<file path="src/design/qmml_pkg.sv">
// qmml_pkg: shared constants and types of the quad motor mixer and limiter
// no dependencies; imported by every module of the block
package qmml_pkg;

  // configuration register indexes
  typedef enum logic [0:0] {
    REG_FRAME_MODE = 1'b0,
    REG_MIN_GAS    = 1'b1
  } cfg_reg_e;

  // frame layouts
  typedef enum logic [0:0] {
    FRAME_PLUS = 1'b0,
    FRAME_X    = 1'b1
  } frame_e;

  localparam int unsigned FieldW  = 16;
  localparam int unsigned MotorW  = 8;
  localparam int unsigned InDataW = 4 * FieldW;
  localparam int unsigned OutDataW = 4 * MotorW;

  // throttle pulse at which the base level is zero
  localparam logic [16:0] PulseZero = 17'd1000;
  // top of the limiter window
  localparam logic signed [15:0] UpperLimit = 16'sd200;

  // reciprocal constants, both used with a right shift of RecipShift
  // plus frame: n/5 as n * (ceil(2^18/5) << 3) >> 21
  // x frame:    (2n)/11 as 2n * ceil(2^21/11) >> 21
  localparam int unsigned RecipShift = 21;
  localparam logic [18:0] RecipPlus = 19'd419432;
  localparam logic [18:0] RecipX    = 19'd190651;

  typedef logic signed [FieldW-1:0] corr_t;
  typedef logic [MotorW-1:0]        motor_t;

  // one input item as held in the pipeline
  typedef struct packed {
    corr_t       corr_yaw;
    corr_t       corr_pitch;
    corr_t       corr_roll;
    logic [15:0] throttle_pulse;
  } item_t;

  // corrections plus scaled throttle, between the two compute stages
  typedef struct packed {
    corr_t  corr_yaw;
    corr_t  corr_pitch;
    corr_t  corr_roll;
    motor_t throttle;
  } mix_in_t;

  // four motor commands, motor one in the lowest bits
  typedef struct packed {
    motor_t motor_four;
    motor_t motor_three;
    motor_t motor_two;
    motor_t motor_one;
  } motors_t;

endpackage

</file>
<file path="src/design/qmml_throttle.sv">
// qmml_throttle: scales the throttle pulse to an 8-bit base level
// depends on qmml_pkg; one shared multiplier for both frame divisors
module qmml_throttle (
  input  logic                 frame_mode_i,
  input  logic [15:0]          throttle_pulse_i,
  output qmml_pkg::motor_t     throttle_o
);
  import qmml_pkg::*;

  logic signed [16:0] diff;
  logic               neg;
  logic [16:0]        mag_wide;
  logic [15:0]        mag;
  logic [16:0]        mul_a;
  logic [18:0]        mul_b;
  logic [35:0]        prod;
  logic [7:0]         quot_lo;

  // signed offset from the zero pulse and its magnitude
  assign diff     = signed'({1'b0, throttle_pulse_i} - PulseZero);
  assign neg      = diff[16];
  assign mag_wide = neg ? 17'(-diff) : 17'(diff);
  assign mag      = mag_wide[15:0];

  // x frame divides 2n by 11, plus frame divides n by 5
  always_comb begin
    if (frame_e'(frame_mode_i) == FRAME_X) begin
      mul_a = {mag, 1'b0};
      mul_b = RecipX;
    end else begin
      mul_a = {1'b0, mag};
      mul_b = RecipPlus;
    end
  end

  assign prod    = 36'(mul_a) * 36'(mul_b);
  assign quot_lo = prod[RecipShift +: 8];

  // truncation toward zero, keep the low byte
  assign throttle_o = neg ? 8'(-quot_lo) : quot_lo;

endmodule

</file>
<file path="src/design/qmml_mix_limit.sv">
// qmml_mix_limit: frame mixing, common offset limiter and saturation
// depends on qmml_pkg
module qmml_mix_limit (
  input  logic                 frame_mode_i,
  input  qmml_pkg::motor_t     min_gas_i,
  input  qmml_pkg::mix_in_t    mix_i,
  output qmml_pkg::motors_t    motors_o
);
  import qmml_pkg::*;

  logic [15:0]        t16;
  logic [15:0]        r;
  logic [15:0]        p;
  logic [15:0]        y;
  logic signed [15:0] sum [4];
  logic signed [15:0] lo;
  logic signed [15:0] hi;
  logic signed [15:0] gas;
  logic signed [18:0] adj;
  logic signed [18:0] res [4];
  motor_t             sat [4];

  assign t16 = {8'd0, mix_i.throttle};
  assign r   = mix_i.corr_roll;
  assign p   = mix_i.corr_pitch;
  assign y   = mix_i.corr_yaw;
  assign gas = signed'({8'd0, min_gas_i});

  // four wrapping sums per frame layout
  always_comb begin
    if (frame_e'(frame_mode_i) == FRAME_X) begin
      sum[0] = signed'(16'(t16 - p + r - y));
      sum[1] = signed'(16'(t16 - p - r + y));
      sum[2] = signed'(16'(t16 + p + r + y));
      sum[3] = signed'(16'(t16 + p - r - y));
    end else begin
      sum[0] = signed'(16'(t16 - p - y));
      sum[1] = signed'(16'(t16 + p - y));
      sum[2] = signed'(16'(t16 - r + y));
      sum[3] = signed'(16'(t16 + r + y));
    end
  end

  // lowest and highest against the window bounds
  always_comb begin
    lo = gas;
    hi = UpperLimit;
    for (int i = 0; i < 4; i++) begin
      if (sum[i] < lo) lo = sum[i];
      if (sum[i] > hi) hi = sum[i];
    end
  end

  // common shift, exact, then clamp to a byte
  assign adj = (19'(gas) - 19'(lo)) + (19'(UpperLimit) - 19'(hi));

  always_comb begin
    for (int i = 0; i < 4; i++) begin
      res[i] = 19'(sum[i]) + adj;
      if (res[i] < 0)            sat[i] = '0;
      else if (res[i] > 19'sd255) sat[i] = '1;
      else                        sat[i] = res[i][7:0];
    end
  end

  assign motors_o.motor_one   = sat[0];
  assign motors_o.motor_two   = sat[1];
  assign motors_o.motor_three = sat[2];
  assign motors_o.motor_four  = sat[3];

endmodule

</file>
<file path="src/design/quad_motor_mixer_limiter.sv">
// quad_motor_mixer_limiter: top level, stream ports, config and pipeline
// depends on qmml_pkg, qmml_throttle and qmml_mix_limit
//
// Usage
//   s_axis carries one control update per transfer: throttle pulse and the
//   roll, pitch and yaw corrections. m_axis returns the four motor commands
//   for that update, one result per input, in order.
//   cfg_we_i writes frame_mode (index 0) or min_gas (index 1) at the clock
//   edge; write only while no update is in flight.
// Pipeline and throughput
//   Three register stages: input register, throttle scaling (one
//   multiplier) into a middle register, then mixing and limiting into the
//   result register. One update is taken every cycle while m_axis drains.
// Reset
//   rst_ni clears all stage valid flags and both config registers
//   (plus frame, min_gas zero). No clearing pass.
// Stalls
//   With m_axis_tready low the result holds; the earlier stages still fill,
//   so up to three updates sit in the block before s_axis_tready drops.
module quad_motor_mixer_limiter (
  input  logic                          clk_i,
  input  logic                          rst_ni,
  // configuration write port
  input  logic                          cfg_we_i,
  input  logic [0:0]                    cfg_addr_i,
  input  logic [7:0]                    cfg_wdata_i,
  // input stream
  input  logic                          s_axis_tvalid,
  output logic                          s_axis_tready,
  // throttle_pulse[15:0], corr_roll[31:16], corr_pitch[47:32], corr_yaw[63:48]
  input  logic [qmml_pkg::InDataW-1:0]  s_axis_tdata,
  // output stream
  output logic                          m_axis_tvalid,
  input  logic                          m_axis_tready,
  // motor_one[7:0], motor_two[15:8], motor_three[23:16], motor_four[31:24]
  output logic [qmml_pkg::OutDataW-1:0] m_axis_tdata
);
  import qmml_pkg::*;

  logic    frame_mode_q;
  motor_t  min_gas_q;

  logic    in_vld_q;
  item_t   in_q;
  logic    mid_vld_q;
  mix_in_t mid_q;
  mix_in_t mid_d;
  logic    out_vld_q;
  motors_t out_q;
  motors_t out_d;

  logic    in_en;
  logic    mid_en;
  logic    out_en;

  // configuration registers
  always_ff @(posedge clk_i or negedge rst_ni) begin
    if (!rst_ni) begin
      frame_mode_q <= 1'b0;
      min_gas_q    <= '0;
    end else if (cfg_we_i) begin
      case (cfg_reg_e'(cfg_addr_i))
        REG_FRAME_MODE: frame_mode_q <= cfg_wdata_i[0];
        REG_MIN_GAS:    min_gas_q    <= cfg_wdata_i;
        default:        ;
      endcase
    end
  end

  // stage enables, each stage loads when it is empty or drains
  assign out_en        = !out_vld_q || m_axis_tready;
  assign mid_en        = !mid_vld_q || out_en;
  assign in_en         = !in_vld_q || mid_en;
  assign s_axis_tready = in_en;

  // valid flags
  always_ff @(posedge clk_i or negedge rst_ni) begin
    if (!rst_ni) begin
      in_vld_q  <= 1'b0;
      mid_vld_q <= 1'b0;
      out_vld_q <= 1'b0;
    end else begin
      if (in_en)  in_vld_q  <= s_axis_tvalid;
      if (mid_en) mid_vld_q <= in_vld_q;
      if (out_en) out_vld_q <= mid_vld_q;
    end
  end

  // payload registers
  always_ff @(posedge clk_i) begin
    if (in_en && s_axis_tvalid) in_q  <= item_t'(s_axis_tdata);
    if (mid_en && in_vld_q)     mid_q <= mid_d;
    if (out_en && mid_vld_q)    out_q <= out_d;
  end

  // throttle scaling stage
  qmml_throttle u_throttle (
    .frame_mode_i     (frame_mode_q),
    .throttle_pulse_i (in_q.throttle_pulse),
    .throttle_o       (mid_d.throttle)
  );

  assign mid_d.corr_roll  = in_q.corr_roll;
  assign mid_d.corr_pitch = in_q.corr_pitch;
  assign mid_d.corr_yaw   = in_q.corr_yaw;

  // mixing and limiting stage
  qmml_mix_limit u_mix_limit (
    .frame_mode_i (frame_mode_q),
    .min_gas_i    (min_gas_q),
    .mix_i        (mid_q),
    .motors_o     (out_d)
  );

  assign m_axis_tvalid = out_vld_q;
  assign m_axis_tdata  = out_q;

endmodule

</file>
<file path="config.mk">
export PLATFORM = sky130hd
export DESIGN_NAME = quad_motor_mixer_limiter
export DESIGN_NICKNAME = d
export VERILOG_FILES = /design/src/design/qmml_pkg.sv /design/src/design/qmml_throttle.sv /design/src/design/qmml_mix_limit.sv /design/src/design/quad_motor_mixer_limiter.sv
export SDC_FILE = /design/constraint.sdc
export NUM_CORES = 1
export LEC_CHECK = 0
export BUFFER_PORTS_ARGS = -buffer_cell sky130_fd_sc_hd__buf_2
export CAP_MARGIN = 5
export CORE_MARGIN = 2
export CORE_UTILIZATION = 65
export CTS_CLUSTER_SIZE = 25
export DETAILED_ROUTE_END_ITERATION = 10
export HOLD_SLACK_MARGIN = 0.15
export PLACE_DENSITY_LB_ADDON = 0.12
export SYNTH_ARGS = -nofsm -noshare
export SYNTH_HDL_FRONTEND = slang
export SYNTH_SLANG_ARGS = --single-unit
</file>
<file path="constraint.sdc">
create_clock -name clk_i -period 22 [get_ports clk_i]
set_input_delay 1.1 -clock clk_i [delete_from_list [all_inputs] [get_ports clk_i]]
set_output_delay 1.1 -clock clk_i [all_outputs]
set_load 0.01 [all_outputs]
</file>
==> results.py <==
metrics = {
    "worst_setup_path": {
        "crit_start": "mid_q[0]",
        "path_buf_inv": 10,
        "reg2reg_depth": 90,
        "path_class": "register to register",
        "startpoint_type": "register",
        "cp.arrival_ps": 21000,
        "crit_path_max_incr_delay_ps": 610,
        "endpoint_kind": "register",
        "crit_cells": 90,
        "r2r-start": "mid_q[0]",
        "cpLargestDelayFamily": "compound AO/OA/AOI/OAI gates",
        "slowest_stage": "fa_1",
        "cpMostUsedCell": "a21oi_1",
        "worstPathMaxFanout": 27,
        "r2r_end": "m_axis_tdata[7]",
        "critical_path_required_ps": 22250,
        "r2r_slack_ps": 1250,
        "crit_end": "m_axis_tdata[7]",
    },
    "placed_design": {
        "portBuffers": 111,
        "placed_cell_area_mm2": 0.0309,
        "place.gp.congestion": 1.09,
        "hpwl_um": 73900,
    },
    "clock_network": {
        "clock_sinks": 164,
        "insertion_delay_ps": 490,
        "h-tree-depth": 4,
        "cts_root_buf": "clkbuf_16",
        "cts_tree": "built",
        "cts_made_buffers": 17,
        "cts.clk_slew.worst_paths_ps": 70,
        "clock_tree.buffer_depth": 2,
    },
    "yosys": {
        "synth_area_per_cell_um2": 9.06,
        "synth_edf_count": 152,
        "synth_top_area_share_pct": 20.0,
        "synth_top_area_cell": "ha_1",
        "synth_common_cells": "inv_1 (578), ha_1 (473), a21oi_1 (263), fa_1 (256), xnor2_1 (212)",
        "synthArstFlopShare_pct": 7.32,
        "synth_mux_area_share_pct": 2.63,
        "synth_top_family_by_area": "adder cells",
        "synthCells": 3263,
        "synthAdderAreaFrac_pct": 37.4,
        "synth-simple-area-share_pct": 10.2,
        "synth-main-ff-cell": "edfxtp_1",
        "yosysMostFrequentCell": "inv_1",
        "synthDistinctLibCells": 93,
        "synth_warnings": 0,
        "synth_seq_cells": 164,
        "syn-cell-area_mm2": 0.0296,
        "synth-xor-area-share_pct": 8.74,
        "synth-seq-area-share_pct": 16.5,
        "synth_compound_area_share_pct": 16.5,
        "synth.area.top_cells": "ha_1 (20%), fa_1 (17%), edfxtp_1 (15%), inv_1 (7.3%), xnor2_1 (6.3%)",
    },
    "cells_and_area": {
        "area_growth_pct": 6.70,
        "multi_input_area_mm2": 0.0224,
        "fill_cells": 3548,
        "utilization_pct": 70.0,
        "layout.nets": 4191,
        "stdcell_area_mm2": 0.0315,
        "drive_gt1_share_pct": 7.77,
        "seqCellArea_mm2": 0.00487,
        "antenna_cells": 0,
    },
    "sta": {
        "finalSetupViolCount": 0,
        "whs_ps": 411,
        "final-hold-violation-count": 0,
        "worst_slew_pin_slew_ps": 1240,
        "fin_tns_setup_ps": 0,
        "maxSlewViolCount": 0,
        "rsz0062_at_grt": "false",
        "fin_crit_sh_pct": 94.3,
        "finalClockSkew_ps": 22.2,
        "fin_crit_ps": 20750,
        "fmax_ghz": 0.0482,
        "relSlewSlack_pct": 16.3,
    },
    "route": {
        "routedWlPerCell_um": 21.8,
        "drt_first_pass_iters": 8,
        "drc": 0,
        "drtIter0Drc": 2121,
        "via_per_inst": 6.12,
        "num_vias": 24442,
        "wl_um": 87200,
        "final_antenna_net_count": 0,
    },
    "grt": {
        "grt_use_met3_pct": 4.74,
        "use_met2_pct": 66.2,
        "grt_pass1_vias": 25368,
        "grtUsageMet1_pct": 44.6,
        "grt_use_total_pct": 37.7,
        "grt_first_pass_wirelength_um": 136000,
        "antenna_found_initial": 0,
        "grt-ovfl-total": 0,
        "grt_max_degree": 77,
        "top_usage_layer": "met2",
    },
    "flow_run": {
        "maxCapViolations": 0,
    },
    "floorplan": {
        "placement_rows": 78,
        "start_util_pct": 65.6,
        "fp.dieW_um": 217,
        "core_mm2": 0.0451,
        "io_pins": 112,
        "die-area_mm2": 0.0472,
        "dieHeight_um": 217,
    },
    "worst_hold_path": {
        "min-delay-path-class": "register to register",
    },
    "run_status": {
        "status": "completed",
    },
}
==> registers in the layout, summed over array words and instances (netlist names) <==
register       flops
mid_vld_q          1
in_vld_q           1
min_gas_q          8
in_q              64
m_axis_tdata      32
mid_q             56
m_axis_tvalid      1
frame_mode_q       1
==> kinds of logic (layout without fill, tap and decap cells) <==
kind of cell / Yosys count / count (layout)
muxes: 73 / 73
adders and majority gates: 730 / 730
buffers and inverters: 629 / 751
other: 2 / 14
AOI/OAI and AO/OA: 763 / 763
xor gates and xnor gates: 289 / 289
and+or+nand+nor: 613 / 613
DFF: 164 / 164
==> layout by cell type (no fill, tap or decap), types with 16 or more instances in the layout <==
master,synthesis,routed
inv_1,578,577
nand2_1,157,157
nor2b_1,43,43
and2_1,25,23
nor2_1,158,158
o21a_1,50,50
ha_1,473,472
a211oi_1,16,16
and3_1,16,16
a21oi_1,263,263
buf_2,6,111
o21ai_0,141,140
mux2i_1,41,41
nor3_1,48,48
a21o_1,66,66
xnor2_1,212,212
clkbuf_16,0,17
fa_1,256,256
nand3_1,36,36
mux2_2,30,30
or2_2,19,19
edfxtp_1,152,152
buf_4,1,28
o21bai_1,85,85
o211ai_1,18,18
xor2_1,73,73
nand2b_1,35,35
nand4_1,22,22
==> final cells by class <==
type                    instances  area share (%)
clock buffers                  17            1.35
repair buffers                139            2.43
clock inverters                15           0.500
well taps                     600            2.38
flip-flops and latches        164            15.4
inverters                     580            6.91
multi-input cells            2482            71.0
==> metal layers <==
metal / vias up / wire [um]
met5: - / 0
met3: 306 / 5300
li1: 11297 / -
met4: 0 / 5390
met2: 1041 / 42800
met1: 11798 / 33700
==> how the worst min path moves through the flow <==
stage,start,to,cells past startpoint
after floorplan,in_q[18],mid_q[10],0
after global placement,in_q[48],mid_q[40],0
after detailed placement,in_q[25],mid_q[17],0
after CTS,in_q[48],mid_q[40],0
after global routing,in_q[57],mid_q[49],0
final,in_q[48],mid_q[40],0
==> metrics by stage <==
step,instances,worst slack [ps]
detailed placement,3964,737
global route,3997,102
CTS,3996,685
global placement,3964,1210
floorplan,3275,4180
finish,3997,1250
==> timing repair <==
| item | in CTS | in global routing |
|---|---|---|
| hold buffers | 0 | 0 |
| buffers inserted | 0 | 1 |
| endpoints found under the setup margin | 0 | 32 |
| resized for setup | 0 | 5 |
| endpoints found under the hold margin | 0 | 0 |
Power is not shown: default switching activity piles up to over one toggle a cycle in this logic, so the estimate is an artifact.
